### src/hdl/mstt_pkg.sv
// Package for the motor step-test tachometer: types, codes and constants.
`timescale 1ns / 1ps
`default_nettype none
package mstt_pkg;

  localparam int unsigned QueueDepthDefault = 4;

  localparam int unsigned TicksPerMs = 1000;
  localparam int unsigned DutyCeiling = 100;

  // x / 100 as (x * DivMul) >> DivShift, exact for x below 2^23
  localparam int unsigned DivShift = 30;
  localparam logic [23:0] DivMul = 24'((64'd1 << DivShift) / 100 + 1);

  localparam logic [23:0] RstSamplePeriod = 24'd4000;
  localparam logic [31:0] RstStepPeriod   = 32'd2000000;
  localparam logic [6:0]  RstDutyStep     = 7'd20;
  localparam logic [6:0]  RstDutyMax      = 7'd100;
  localparam logic [15:0] RstRpmPerPulse  = 16'd750;
  localparam logic [15:0] RstPwmTop       = 16'd10000;
  localparam logic [19:0] RstRecordLimit  = 20'd10000;

  typedef enum logic [2:0] {
    REG_SAMPLE_PERIOD = 3'd0,
    REG_STEP_PERIOD   = 3'd1,
    REG_DUTY_STEP     = 3'd2,
    REG_DUTY_MAX      = 3'd3,
    REG_RPM_PER_PULSE = 3'd4,
    REG_PWM_TOP       = 3'd5,
    REG_RECORD_LIMIT  = 3'd6
  } mstt_reg_e;

  typedef enum logic [1:0] {
    EVT_SAMPLE = 2'd0,
    EVT_DUTY   = 2'd1,
    EVT_FINISH = 2'd2
  } mstt_event_e;

  typedef struct packed {
    logic [23:0] sample_period;
    logic [31:0] step_period;
    logic [6:0]  duty_step;
    logic [6:0]  duty_max;
    logic [15:0] rpm_per_pulse;
    logic [15:0] pwm_top;
    logic [19:0] record_limit;
  } mstt_cfg_t;

  // everything one tick produced: an optional record and an optional step
  typedef struct packed {
    logic        rec_v;
    logic        step_v;
    logic        fin;
    logic [15:0] pulses;
    logic [6:0]  rec_duty;
    logic [6:0]  step_duty;
    logic [23:0] ms;
  } mstt_entry_t;

endpackage
`default_nettype wire

### src/hdl/mstt_front.sv
// Tick front end: edge counting, timers, duty ramp and event classification.
`timescale 1ns / 1ps
`default_nettype none
module mstt_front
  import mstt_pkg::*;
(
  input  wire logic        clk_i,
  input  wire logic        rst_ni,
  input  wire mstt_cfg_t   cfg_i,
  input  wire logic        in_valid_i,
  output logic             in_ready_o,
  input  wire logic        encoder_level_i,
  input  wire logic        full_i,
  output logic             push_o,
  output mstt_entry_t      entry_o
);

  logic        prev_q, prev_d;
  logic [15:0] pulses_q, pulses_d;
  logic [9:0]  sub_ms_q, sub_ms_d;
  logic [23:0] ms_q, ms_d;
  logic [23:0] smp_tmr_q, smp_tmr_d;
  logic [31:0] stp_tmr_q, stp_tmr_d;
  logic [6:0]  duty_q, duty_d;
  logic        ramp_down_q, ramp_down_d;
  logic [19:0] records_q, records_d;
  logic        finished_q, finished_d;

  logic              accept;
  logic              rec, stp;
  logic [15:0]       pulses_inc;
  logic [23:0]       smp_inc;
  logic [31:0]       stp_inc;
  logic [6:0]        ceil_duty;
  logic signed [8:0] nxt;

  assign in_ready_o = !full_i;
  assign accept     = in_valid_i && in_ready_o && !finished_q;

  always_comb begin
    prev_d      = prev_q;
    pulses_d    = pulses_q;
    sub_ms_d    = sub_ms_q;
    ms_d        = ms_q;
    smp_tmr_d   = smp_tmr_q;
    stp_tmr_d   = stp_tmr_q;
    duty_d      = duty_q;
    ramp_down_d = ramp_down_q;
    records_d   = records_q;
    finished_d  = finished_q;

    pulses_inc = pulses_q;
    if (!prev_q && encoder_level_i && pulses_q != 16'hFFFF) begin
      pulses_inc = pulses_q + 16'd1;
    end
    smp_inc = (smp_tmr_q != 24'hFFFFFF) ? smp_tmr_q + 24'd1 : smp_tmr_q;
    stp_inc = (stp_tmr_q != 32'hFFFFFFFF) ? stp_tmr_q + 32'd1 : stp_tmr_q;

    rec = (smp_inc >= cfg_i.sample_period) && (records_q < cfg_i.record_limit);
    stp = stp_inc >= cfg_i.step_period;

    ceil_duty = (cfg_i.duty_max > 7'(DutyCeiling)) ? 7'(DutyCeiling) : cfg_i.duty_max;
    if (ramp_down_q) begin
      nxt = $signed({2'b00, duty_q}) - $signed({2'b00, cfg_i.duty_step});
    end else begin
      nxt = $signed({2'b00, duty_q}) + $signed({2'b00, cfg_i.duty_step});
    end

    entry_o.rec_v     = rec;
    entry_o.step_v    = stp;
    entry_o.fin       = 1'b0;
    entry_o.pulses    = pulses_inc;
    entry_o.rec_duty  = duty_q;
    entry_o.step_duty = nxt[6:0];
    entry_o.ms        = ms_q;

    if (accept) begin
      prev_d   = encoder_level_i;
      pulses_d = pulses_inc;
      if (sub_ms_q + 10'd1 >= 10'(TicksPerMs)) begin
        sub_ms_d = '0;
        if (ms_q != 24'hFFFFFF) begin
          ms_d = ms_q + 24'd1;
        end
      end else begin
        sub_ms_d = sub_ms_q + 10'd1;
      end
      smp_tmr_d = smp_inc;
      stp_tmr_d = stp_inc;
      if (rec) begin
        records_d = records_q + 20'd1;
        pulses_d  = '0;
        smp_tmr_d = '0;
      end
      if (stp) begin
        stp_tmr_d = '0;
        if (nxt > $signed({2'b00, ceil_duty})) begin
          duty_d      = ceil_duty;
          ramp_down_d = 1'b1;
        end else if (nxt < 0) begin
          duty_d     = '0;
          finished_d = 1'b1;
        end else begin
          duty_d = nxt[6:0];
        end
      end
    end
    entry_o.ms = ms_d;
    if (stp) begin
      entry_o.fin       = finished_d;
      entry_o.step_duty = duty_d;
    end
  end

  assign push_o = accept && (rec || stp);

  always_ff @(posedge clk_i or negedge rst_ni) begin
    if (!rst_ni) begin
      prev_q      <= 1'b1;
      pulses_q    <= '0;
      sub_ms_q    <= '0;
      ms_q        <= '0;
      smp_tmr_q   <= '0;
      stp_tmr_q   <= '0;
      duty_q      <= '0;
      ramp_down_q <= 1'b0;
      records_q   <= '0;
      finished_q  <= 1'b0;
    end else begin
      prev_q      <= prev_d;
      pulses_q    <= pulses_d;
      sub_ms_q    <= sub_ms_d;
      ms_q        <= ms_d;
      smp_tmr_q   <= smp_tmr_d;
      stp_tmr_q   <= stp_tmr_d;
      duty_q      <= duty_d;
      ramp_down_q <= ramp_down_d;
      records_q   <= records_d;
      finished_q  <= finished_d;
    end
  end

endmodule
`default_nettype wire

### src/hdl/mstt_fifo.sv
// Short queue of per-tick event bundles between front and back.
`timescale 1ns / 1ps
`default_nettype none
module mstt_fifo
  import mstt_pkg::*;
#(
  parameter int unsigned Depth = QueueDepthDefault
) (
  input  wire logic        clk_i,
  input  wire logic        rst_ni,
  input  wire logic        push_i,
  input  wire mstt_entry_t wdata_i,
  input  wire logic        pop_i,
  output mstt_entry_t      rdata_o,
  output logic             empty_o,
  output logic             full_o
);

  localparam int unsigned AW = (Depth > 1) ? $clog2(Depth) : 1;
  localparam int unsigned CW = $clog2(Depth + 1);
  localparam logic [AW-1:0] LastIdx = AW'(Depth - 1);

  mstt_entry_t   mem_q [Depth];
  logic [AW-1:0] wr_ptr_q, rd_ptr_q;
  logic [CW-1:0] count_q;
  logic          do_push, do_pop;

  assign empty_o = (count_q == '0);
  assign full_o  = (count_q == CW'(Depth));
  assign do_push = push_i && !full_o;
  assign do_pop  = pop_i && !empty_o;
  assign rdata_o = mem_q[rd_ptr_q];

  always_ff @(posedge clk_i) begin
    if (do_push) begin
      mem_q[wr_ptr_q] <= wdata_i;
    end
  end

  always_ff @(posedge clk_i or negedge rst_ni) begin
    if (!rst_ni) begin
      wr_ptr_q <= '0;
      rd_ptr_q <= '0;
      count_q  <= '0;
    end else begin
      if (do_push) begin
        wr_ptr_q <= (wr_ptr_q == LastIdx) ? '0 : wr_ptr_q + AW'(1);
      end
      if (do_pop) begin
        rd_ptr_q <= (rd_ptr_q == LastIdx) ? '0 : rd_ptr_q + AW'(1);
      end
      if (do_push && !do_pop) begin
        count_q <= count_q + CW'(1);
      end else if (do_pop && !do_push) begin
        count_q <= count_q - CW'(1);
      end
    end
  end

endmodule
`default_nettype wire

### src/hdl/mstt_back.sv
// Back end: splits bundles into results, scales rpm and PWM level, output register.
`timescale 1ns / 1ps
`default_nettype none
module mstt_back
  import mstt_pkg::*;
(
  input  wire logic        clk_i,
  input  wire logic        rst_ni,
  input  wire mstt_cfg_t   cfg_i,
  input  wire mstt_entry_t entry_i,
  input  wire logic        empty_i,
  output logic             pop_o,
  output logic             out_valid_o,
  input  wire logic        out_ready_i,
  output logic [1:0]       event_type_o,
  output logic [23:0]      elapsed_ms_o,
  output logic [6:0]       duty_percent_o,
  output logic [15:0]      pwm_level_o,
  output logic [31:0]      rpm_o,
  output logic             last_o
);

  logic        half_q;
  logic        a_v_q;
  mstt_event_e a_evt_q;
  logic [23:0] a_ms_q;
  logic [6:0]  a_duty_q;
  logic [22:0] a_prod_q;
  logic [31:0] a_rpm_q;
  logic        a_last_q;

  logic        o_v_q;
  mstt_event_e o_evt_q;
  logic [23:0] o_ms_q;
  logic [6:0]  o_duty_q;
  logic [15:0] o_pwm_q;
  logic [31:0] o_rpm_q;
  logic        o_last_q;

  logic        o_load, a_load, issue, take_rec;
  mstt_event_e i_evt;
  logic [6:0]  i_duty;
  logic [46:0] quot_full;

  assign o_load = !o_v_q || out_ready_i;
  assign a_load = !a_v_q || o_load;
  assign issue  = a_load && !empty_i;

  assign take_rec = entry_i.rec_v && !half_q;
  assign pop_o    = issue && !(take_rec && entry_i.step_v);

  always_comb begin
    if (take_rec) begin
      i_evt  = EVT_SAMPLE;
      i_duty = entry_i.rec_duty;
    end else if (entry_i.fin) begin
      i_evt  = EVT_FINISH;
      i_duty = '0;
    end else begin
      i_evt  = EVT_DUTY;
      i_duty = entry_i.step_duty;
    end
  end

  assign quot_full = {24'd0, a_prod_q} * {23'd0, DivMul};

  always_ff @(posedge clk_i) begin
    if (issue) begin
      a_evt_q  <= i_evt;
      a_ms_q   <= entry_i.ms;
      a_duty_q <= i_duty;
      a_last_q <= !(take_rec && entry_i.step_v);
      a_prod_q <= (i_evt == EVT_DUTY) ? 23'(cfg_i.pwm_top) * 23'(i_duty) : '0;
      a_rpm_q  <= take_rec ? 32'(entry_i.pulses) * 32'(cfg_i.rpm_per_pulse) : '0;
    end
    if (o_load && a_v_q) begin
      o_evt_q  <= a_evt_q;
      o_ms_q   <= a_ms_q;
      o_duty_q <= a_duty_q;
      o_pwm_q  <= quot_full[DivShift +: 16];
      o_rpm_q  <= a_rpm_q;
      o_last_q <= a_last_q;
    end
  end

  always_ff @(posedge clk_i or negedge rst_ni) begin
    if (!rst_ni) begin
      half_q <= 1'b0;
      a_v_q  <= 1'b0;
      o_v_q  <= 1'b0;
    end else begin
      if (issue) begin
        half_q <= take_rec && entry_i.step_v;
      end
      if (a_load) begin
        a_v_q <= issue;
      end
      if (o_load) begin
        o_v_q <= a_v_q;
      end
    end
  end

  assign out_valid_o    = o_v_q;
  assign event_type_o   = o_evt_q;
  assign elapsed_ms_o   = o_ms_q;
  assign duty_percent_o = o_duty_q;
  assign pwm_level_o    = o_pwm_q;
  assign rpm_o          = o_rpm_q;
  assign last_o         = o_last_q;

endmodule
`default_nettype wire

### src/hdl/motor_step_test_tachometer_core.sv
// Top level of the motor step-test tachometer: registers, front, queue, back.
`timescale 1ns / 1ps
`default_nettype none
// One input transaction is one 1 us tick carrying the encoder level; a tick is
// accepted every cycle while the event queue between the tick front end and the
// result back end has room (QueueDepth bundles). A tick yields zero, one or two
// results; the back end delivers one result per cycle while out_ready_i is high,
// through a two-stage pipeline (products, then the divide by 100 as a reciprocal
// multiply). After the finish result, ticks are still accepted and ignored until
// reset. Registers are written through cfg_we_i/cfg_index_i/cfg_wdata_i only
// while the block is idle: a rule for the user, not enforced by the block.
module motor_step_test_tachometer_core
  import mstt_pkg::*;
#(
  parameter int unsigned QueueDepth = QueueDepthDefault
) (
  input  wire logic        clk_i,
  input  wire logic        rst_ni,
  input  wire logic        cfg_we_i,
  input  wire logic [2:0]  cfg_index_i,
  input  wire logic [31:0] cfg_wdata_i,
  input  wire logic        in_valid_i,
  output logic             in_ready_o,
  input  wire logic        encoder_level_i,
  output logic             out_valid_o,
  input  wire logic        out_ready_i,
  output logic [1:0]       event_type_o,
  output logic [23:0]      elapsed_ms_o,
  output logic [6:0]       duty_percent_o,
  output logic [15:0]      pwm_level_o,
  output logic [31:0]      rpm_o,
  output logic             last_o
);

  mstt_cfg_t   cfg_q;
  mstt_entry_t push_entry, head_entry;
  logic        push, pop, q_empty, q_full;

  always_ff @(posedge clk_i or negedge rst_ni) begin
    if (!rst_ni) begin
      cfg_q.sample_period <= RstSamplePeriod;
      cfg_q.step_period   <= RstStepPeriod;
      cfg_q.duty_step     <= RstDutyStep;
      cfg_q.duty_max      <= RstDutyMax;
      cfg_q.rpm_per_pulse <= RstRpmPerPulse;
      cfg_q.pwm_top       <= RstPwmTop;
      cfg_q.record_limit  <= RstRecordLimit;
    end else if (cfg_we_i) begin
      case (cfg_index_i)
        REG_SAMPLE_PERIOD: cfg_q.sample_period <= cfg_wdata_i[23:0];
        REG_STEP_PERIOD:   cfg_q.step_period   <= cfg_wdata_i;
        REG_DUTY_STEP:     cfg_q.duty_step     <= cfg_wdata_i[6:0];
        REG_DUTY_MAX:      cfg_q.duty_max      <= cfg_wdata_i[6:0];
        REG_RPM_PER_PULSE: cfg_q.rpm_per_pulse <= cfg_wdata_i[15:0];
        REG_PWM_TOP:       cfg_q.pwm_top       <= cfg_wdata_i[15:0];
        REG_RECORD_LIMIT:  cfg_q.record_limit  <= cfg_wdata_i[19:0];
        default: ;
      endcase
    end
  end

  mstt_front u_front (
    .clk_i           (clk_i),
    .rst_ni          (rst_ni),
    .cfg_i           (cfg_q),
    .in_valid_i      (in_valid_i),
    .in_ready_o      (in_ready_o),
    .encoder_level_i (encoder_level_i),
    .full_i          (q_full),
    .push_o          (push),
    .entry_o         (push_entry)
  );

  mstt_fifo #(
    .Depth (QueueDepth)
  ) u_fifo (
    .clk_i   (clk_i),
    .rst_ni  (rst_ni),
    .push_i  (push),
    .wdata_i (push_entry),
    .pop_i   (pop),
    .rdata_o (head_entry),
    .empty_o (q_empty),
    .full_o  (q_full)
  );

  mstt_back u_back (
    .clk_i          (clk_i),
    .rst_ni         (rst_ni),
    .cfg_i          (cfg_q),
    .entry_i        (head_entry),
    .empty_i        (q_empty),
    .pop_o          (pop),
    .out_valid_o    (out_valid_o),
    .out_ready_i    (out_ready_i),
    .event_type_o   (event_type_o),
    .elapsed_ms_o   (elapsed_ms_o),
    .duty_percent_o (duty_percent_o),
    .pwm_level_o    (pwm_level_o),
    .rpm_o          (rpm_o),
    .last_o         (last_o)
  );

endmodule
`default_nettype wire

### config.mk
export PLATFORM = sky130hd
export DESIGN_NAME = motor_step_test_tachometer_core
export DESIGN_NICKNAME = d
export VERILOG_FILES = /design/src/hdl/mstt_pkg.sv /design/src/hdl/mstt_front.sv /design/src/hdl/mstt_fifo.sv /design/src/hdl/mstt_back.sv /design/src/hdl/motor_step_test_tachometer_core.sv
export SDC_FILE = /design/constraint.sdc
export NUM_CORES = 2
export LEC_CHECK = 0
export BUFFER_PORTS_ARGS = -buffer_cell sky130_fd_sc_hd__buf_2
export CAP_MARGIN = 20
export CORE_AREA = 3 3 348 350
export DETAILED_ROUTE_END_ITERATION = 10
export DIE_AREA = 0 0 351 353
export PLACE_DENSITY = 0.65
export SYNTH_ARGS = -nofsm -noshare
export SYNTH_HDL_FRONTEND = slang
export SYNTH_SLANG_ARGS = --single-unit
### constraint.sdc
create_clock -name clk_i -period 10.4 [get_ports clk_i]
set_input_delay 1.56 -clock clk_i [delete_from_list [all_inputs] [get_ports clk_i]]
set_output_delay 1.56 -clock clk_i [all_outputs]
set_load 0.03 [all_outputs]
Word level (Yosys, flattened, before mapping). Memory sizes are Yosys's and may differ from the RTL's. Cells that the tools add are included.

$add $sub $neg: 12. $mul: 3. Magnitude comparators: 7. Equality and inequality tests: 14. Mux-type cells: 32. Reduce and logical (&&, ||, !) cells: 40.

Operators with widths (number): $mux W24 (5); $mux W32 (2); $mux W7 (8); $add A24 B1 Y24 const B (2); $ne A24 B24 Y1 const B (2); $mul A23 B24 Y46 const B (1); $add A32 B1 Y32 const B (1); $ge A32 B32 Y1 (1); $mul A16 B16 Y32 (1); $mux W16 (2); $ne A32 B32 Y1 const B (1); $ge A24 B24 Y1 (1); $mul A16 B7 Y23 (1); $add A20 B1 Y20 const B (1); $lt A20 B20 Y1 (1); $add A16 B1 Y16 const B (1); $ne A16 B16 Y1 const B (1); $reduce_and A2 Y1 (8); $logic_and A1 B1 Y1 (15); $eq A3 B3 Y1 const B (4); $add A10 B1 Y10 const B (1); $ge A10 B10 Y1 const B (1); $logic_not A1 Y1 (10); $mux W10 (1); 20 further kinds (36).

Register bits: 439. RAM bits: 228. Output and inout port bits: 84. Logic and storage cells: 144. Memories kept: 1.

Memory list: u_fifo.mem_q (words 4, bits a word 57, rd ports 1, clocked after Yosys merged registers in 0, wr ports 1, line mstt_fifo.sv:23) `mstt_entry_t mem_q [Depth];`.

Longest topological paths before layout.
Depth after elaboration: 11. Mapped depth: 29. Mapped depth without buffers: 25.

Cells and area by module. A second synthesis with hierarchy kept.

Cells, all modules: 4459. Area, all modules: 51154.1 µm².

Modules (own cells, without submodules): mstt_back (instances 1, cells an instance 2626, area an instance 26988.4 µm², seq. area each 5210.0 µm²); mstt_front (instances 1, cells an instance 1234, area an instance 10623.9 µm², seq. area each 3404.5 µm²); mstt_fifo (instances 1, cells an instance 335, area an instance 8675.8 µm², seq. area each 7021.7 µm²); motor_step_test_tachometer_core (instances 1, cells an instance 264, area an instance 4865.9 µm², seq. area each 3096.7 µm²).

Worst setup path before layout. Ideal clock, no wire load.

Kind: input to register. From: in out_ready_i. To: reg u_fifo.count_q[1]. Setup time: 125 ps. Arrival time: 7872 ps. Data required time: 10275 ps. Slack: 2403 ps. Cell stages on the path: 7. Buffers on the path: 0. Cells stage by stage: nor2b_1 a21oi_1 nand2_1 ha_1 inv_1 fa_1 mux2_2.

Longest elaborated chain between the ends: 8. Elaborated cells between the ends (all ways): 10.

Ends and longest elaborated chain: from (decl) (line motor_step_test_tachometer_core.sv:26) `input wire logic out_ready_i,`; $logic_or A1 B1 Y1 * (line mstt_back.sv:45) `assign o_load = !o_v_q || out_ready_i;`; $logic_or A1 B1 Y1 * (line mstt_back.sv:46) `assign a_load = !a_v_q || o_load;`; $logic_and A1 B1 Y1 * (line mstt_back.sv:47) `assign issue = a_load && !empty_i;`; via u_back.issue (line mstt_back.sv:40) `logic o_load, a_load, issue, take_rec;`; $logic_and A1 B1 Y1 * (line mstt_back.sv:50) `assign pop_o = issue && !(take_rec && entry_i.step_v);`; $logic_and A1 B1 Y1 * (line mstt_fifo.sv:31) `assign do_pop = pop_i && !empty_o;`; $logic_not A1 Y1 (line mstt_fifo.sv:52) `if (do_push && !do_pop) begin`; $logic_and A1 B1 Y1 (line mstt_fifo.sv:52); $mux W3 or $reduce_bool A2 Y1 (tied branches); to (signal assigned) (line mstt_fifo.sv:53) `count_q <= count_q + CW'(1);`; to (signal assigned) (line mstt_fifo.sv:55) `count_q <= count_q - CW'(1);`; to (decl) (line mstt_fifo.sv:25) `logic [CW-1:0] count_q;`.

The timed path passes the listed nets; every way through them passes the cells marked *. A chain may end at the register's enable or synchronous reset.

Worst setup path after layout.
From: reg u_fifo.rd_ptr_q[0]. To: reg u_back.a_rpm_q[29], data pin.

Longest elaborated chain between the ends: 2. Elaborated cells between the ends (all ways): 3.

Ends and longest elaborated chain: from (decl) (line mstt_fifo.sv:24) `logic [AW-1:0] wr_ptr_q, rd_ptr_q;`; from (signal assigned) (line mstt_fifo.sv:50) `rd_ptr_q <= (rd_ptr_q == LastIdx) ? '0 : rd_ptr_q + AW'(1);`; $mem_v2 Z4 W57 *; $mul A16 B16 Y32 or $logic_and A1 B1 Y1 (tied branches) (line mstt_back.sv:74, mstt_back.sv:49); to (signal assigned) (line mstt_back.sv:74) `a_rpm_q <= take_rec ? 32'(entry_i.pulses) * 32'(cfg_i.rpm_per_pulse) : '0;`; to (decl) (line mstt_back.sv:29) `logic [31:0] a_rpm_q;`.

Mark *: on every way between the ends. The rest lies on a longest branch, timed or not.

==> run_results.csv <==
group,metric,value,unit
worst_setup_path,cp_max_fo,34,
grt,grt_pass1_vias,32589,
routing,highest_layer,"met4",
grt,antenna_found_initial,10,
cells_and_area,area_growth,9.98,%
cells_and_area,num-fill-cells,10731,
worst_setup_path,worstSetupEndpointType,"flip-flop",
yosys,synth_edf_count,399,
sta,rsz0062_at_grt,"false",
routing,drtAntennaViolNets,0,
sta,slew_headroom,27.4,%
yosys,async_flop_share,40.2,%
yosys,synth_cells,4384,
worst_setup_path,reg2reg_from,"u_fifo.rd_ptr_q[0]",
cts,hold_buffers,0,
routing,wl_met3,5290,um
yosys,synth_cell_types,72,
worst_setup_path,cp.arrival,8620,ps
sta,fmax,0.122,GHz
yosys,syn_area,49700,um^2
cells_and_area,drive_above_1_share,10.5,%
routing,wl_met2,51300,um
sta,clock_skew,51.9,ps
hold_path,min_path_cells,0,
grt,grt_start_max_net_pins,75,
hold_path,hold_path.startpoint,"u_back.a_ms_q[10]",
sta,hold_viol_final,0,
worst_setup_path,required,10790,ps
cts,numCtsBuffers,74,
floorplanning,die_x,351,um
cells_and_area,fin_cells,6094,
cts,root_buffer,"clkbuf_16",
cts,insertion_delay,640,ps
worst_setup_path,timing.rr.end,"u_back.a_rpm_q[29]",
placed_design,dp.cells,5953,
placed_design,port_buffers,124,
routing,avgViaCountPerCell,5.15,
yosys,synth-main-ff-cell,"edfxtp_1",
hold_path,hold-path-endpoint,"u_back.elapsed_ms_o[10]",
sta,setup_viol,0,
worst_setup_path,r2r.worst_path.cells,23,
sta,tns,0,ps
routing,via_count,31382,
yosys,postSynthAreaPerCell,11.3,um^2
grt,track_usage,18.0,%
routing,drt_pass1_iterations,7,
cts,cts_tree,"done",
flow_run,maxCapViolations,0,
routing,drt-initial-drc-count,1968,
routing,wl_met1,49300,um
cells_and_area,fin_nets,5490,
yosys,ys_ff_latch,667,
cts,clock_sinks,667,
grt,grt_pass1_wl,178000,um
placed_design,hpwl,81100,um
routing,wl,109000,um
floorplanning,ios,125,
worst_setup_path,critical_path_class,"reg2reg",
yosys,yosysWarningCount,0,
worst_setup_path,rrSetupSlack,2170,ps
sta,period_needed,8230,ps
routing,detail_route.wl_per_cell,17.9,um
floorplanning,rows,126,
worst_setup_path,worstSetupStartpointType,"flip-flop",
sta,finalWorstSetupSlack,2170,ps
placed_design,place_ws,2040,ps
routing,drc,0,
hold_path,hp-class,"reg2reg",
cts,post_cts_resized,0,
yosys,syn-num-nets,5379,
sta,fin_crit_sh,79.1,%
yosys,yosysSeqAreaShare,37.7,%
sta,worst_pin_slew,1090,ps
floorplanning,fp.dieArea,124000,um^2
cts,h-tree-depth,3,
placed_design,gp_congestion,0.912,
cts,cts_buffer_depth,3,
floorplanning,start_util,42.1,%
floorplanning,core_area,118000,um^2
floorplanning,die_y,353,um
run_status,run_status,"complete, no violations",
sta,report.final.slew_viol_count,0,
cts,path_clk_slew,70,ps
cts,postCtsSetupRepairBufs,0,
grt,grt-ovfl-total,0,
## cell usage after synthesis (5+ instances only)
cell type / count / area [um^2]
a211oi_1: 12 / 90.1
fa_1: 460 / 9210
buf_1: 13 / 48.8
or2_2: 11 / 68.8
nand2b_1: 26 / 163
a31o_2: 6 / 52.6
mux4_2: 56 / 1260
xnor2_1: 115 / 1010
edfxtp_1: 399 / 12000
o21ai_1: 11 / 55.1
mux2i_1: 16 / 160
nand4_1: 53 / 332
ha_1: 494 / 6180
o311ai_0: 5 / 43.8
a22o_1: 20 / 175
dfrtp_1: 232 / 5810
xor2_1: 62 / 543
o21bai_1: 13 / 97.6
nor2b_1: 20 / 125
nor3_1: 39 / 195
o21a_1: 17 / 128
and2_1: 182 / 1140
nand3_1: 57 / 285
a21o_1: 81 / 608
clkbuf_1: 97 / 364
mux2_2: 74 / 833
a31oi_1: 10 / 62.6
buf_2: 10 / 50.1
o21ai_0: 166 / 831
o31ai_1: 33 / 248
inv_1: 737 / 2770
nand2_1: 441 / 1660
a211o_1: 6 / 52.6
and3_1: 52 / 325
dfstp_2: 36 / 946
nor4_1: 5 / 31.3
and4_1: 10 / 87.6
nor2_1: 123 / 462
o41ai_1: 5 / 43.8
or3_1: 7 / 43.8
a21oi_1: 109 / 546
## cell usage in the layout (no fill, tap or decap), types with 115 or more instances in the layout
cell / instances
inv_1: 737
ha_1: 494
fa_1: 460
nand2_1: 441
edfxtp_1: 399
dfrtp_1: 230
and2_1: 177
o21ai_0: 166
buf_2: 123
nor2_1: 122
xnor2_1: 115
## registers in the layout, summed over array words and instances, names as in the netlist, 20 cells and up
name and cells:
u_front.smp_tmr_q 24, u_fifo.mem_q 228, u_front.ms_q 24, u_front.records_q 20
u_back.a_rpm_q 32, u_back.rpm_o 32, u_back.a_prod_q 23, u_back.elapsed_ms_o 24
cfg_q 122, u_back.a_ms_q 24, u_front.stp_tmr_q 32
## critical path: stages, from the launching register on
cell and delay, ps:
dfrtp_4 890, buf_4 600, mux4_2 770, and2_1 250, fa_1 470, inv_1 50, fa_1 530, inv_1 60
fa_1 510, fa_1 430, fa_1 540, inv_1 50, fa_1 530, inv_1 40, ha_1 230, a211oi_1 230
nand2_1 130, or3_1 310, nor3_1 190, o21ai_0 260, o31ai_1 450, o21ai_0 210, xnor2_1 170, nor2_1 50
## how the worst max path moves through the flow
stage	startpoint	endpoint	slack [ps]	cells after the start
2_1_floorplan	out_ready_i	u_fifo.count_q[1]	2400	7
3_3_place_gp	u_fifo.rd_ptr_q[0]	u_back.a_rpm_q[31]	2130	23
3_5_place_dp	u_fifo.rd_ptr_q[0]	u_back.a_rpm_q[31]	2040	23
4_1_cts	u_fifo.rd_ptr_q[0]	u_back.a_rpm_q[31]	2040	23
5_1_grt	u_fifo.rd_ptr_q[0]	u_back.a_rpm_q[29]	1560	23
6_report	u_fifo.rd_ptr_q[0]	u_back.a_rpm_q[29]	2170	23
## layout make-up
type                    count  area [um^2]  area share, %
well taps                1536         1920           3.52
inverters                 738         2770           5.07
repair buffers            156          895           1.64
diodes                      2         5.00        0.00916
clock buffers              94         2010           3.67
flip-flops and latches    667        18700           34.3
clock inverters            43          531          0.971
multi-input cells        2858        27800           50.8
## through the flow
stage	instance area (um^2)	utilization, %	hold WS (ps)
6_report	54600	46.3	416
5_1_grt	54600	46.3	422
4_1_cts	54600	46.2	415
3_5_place_dp	52100	44.1	405
3_3_place_gp	52100	44.1	400
2_1_floorplan	49700	-	400
## logic make-up (layout without fill, tap and decap cells)
kind of cell,Yosys count,in the layout,share of synthesized area [%]
AND/OR/NAND/NOR,1047,1047,10.3
adder cells (fa/ha/maj),954,954,31.0
buffers and inverters,859,1031,6.53
flip-flops,667,667,37.7
AO/OA/AOI/OAI,533,533,6.82
XOR/XNOR,178,178,3.15
multiplexers,146,146,4.54
other,0,2,0
## metal layers
layer	vias to the layer above	global-route usage, %
li1	14867	-
met1	15659	24.8
met2	683	29.3
met3	173	2.83
met4	0	5.11
met5	-	0
Power is not shown: default switching activity piles up to over one toggle a cycle in this logic, so the estimate is an artifact.
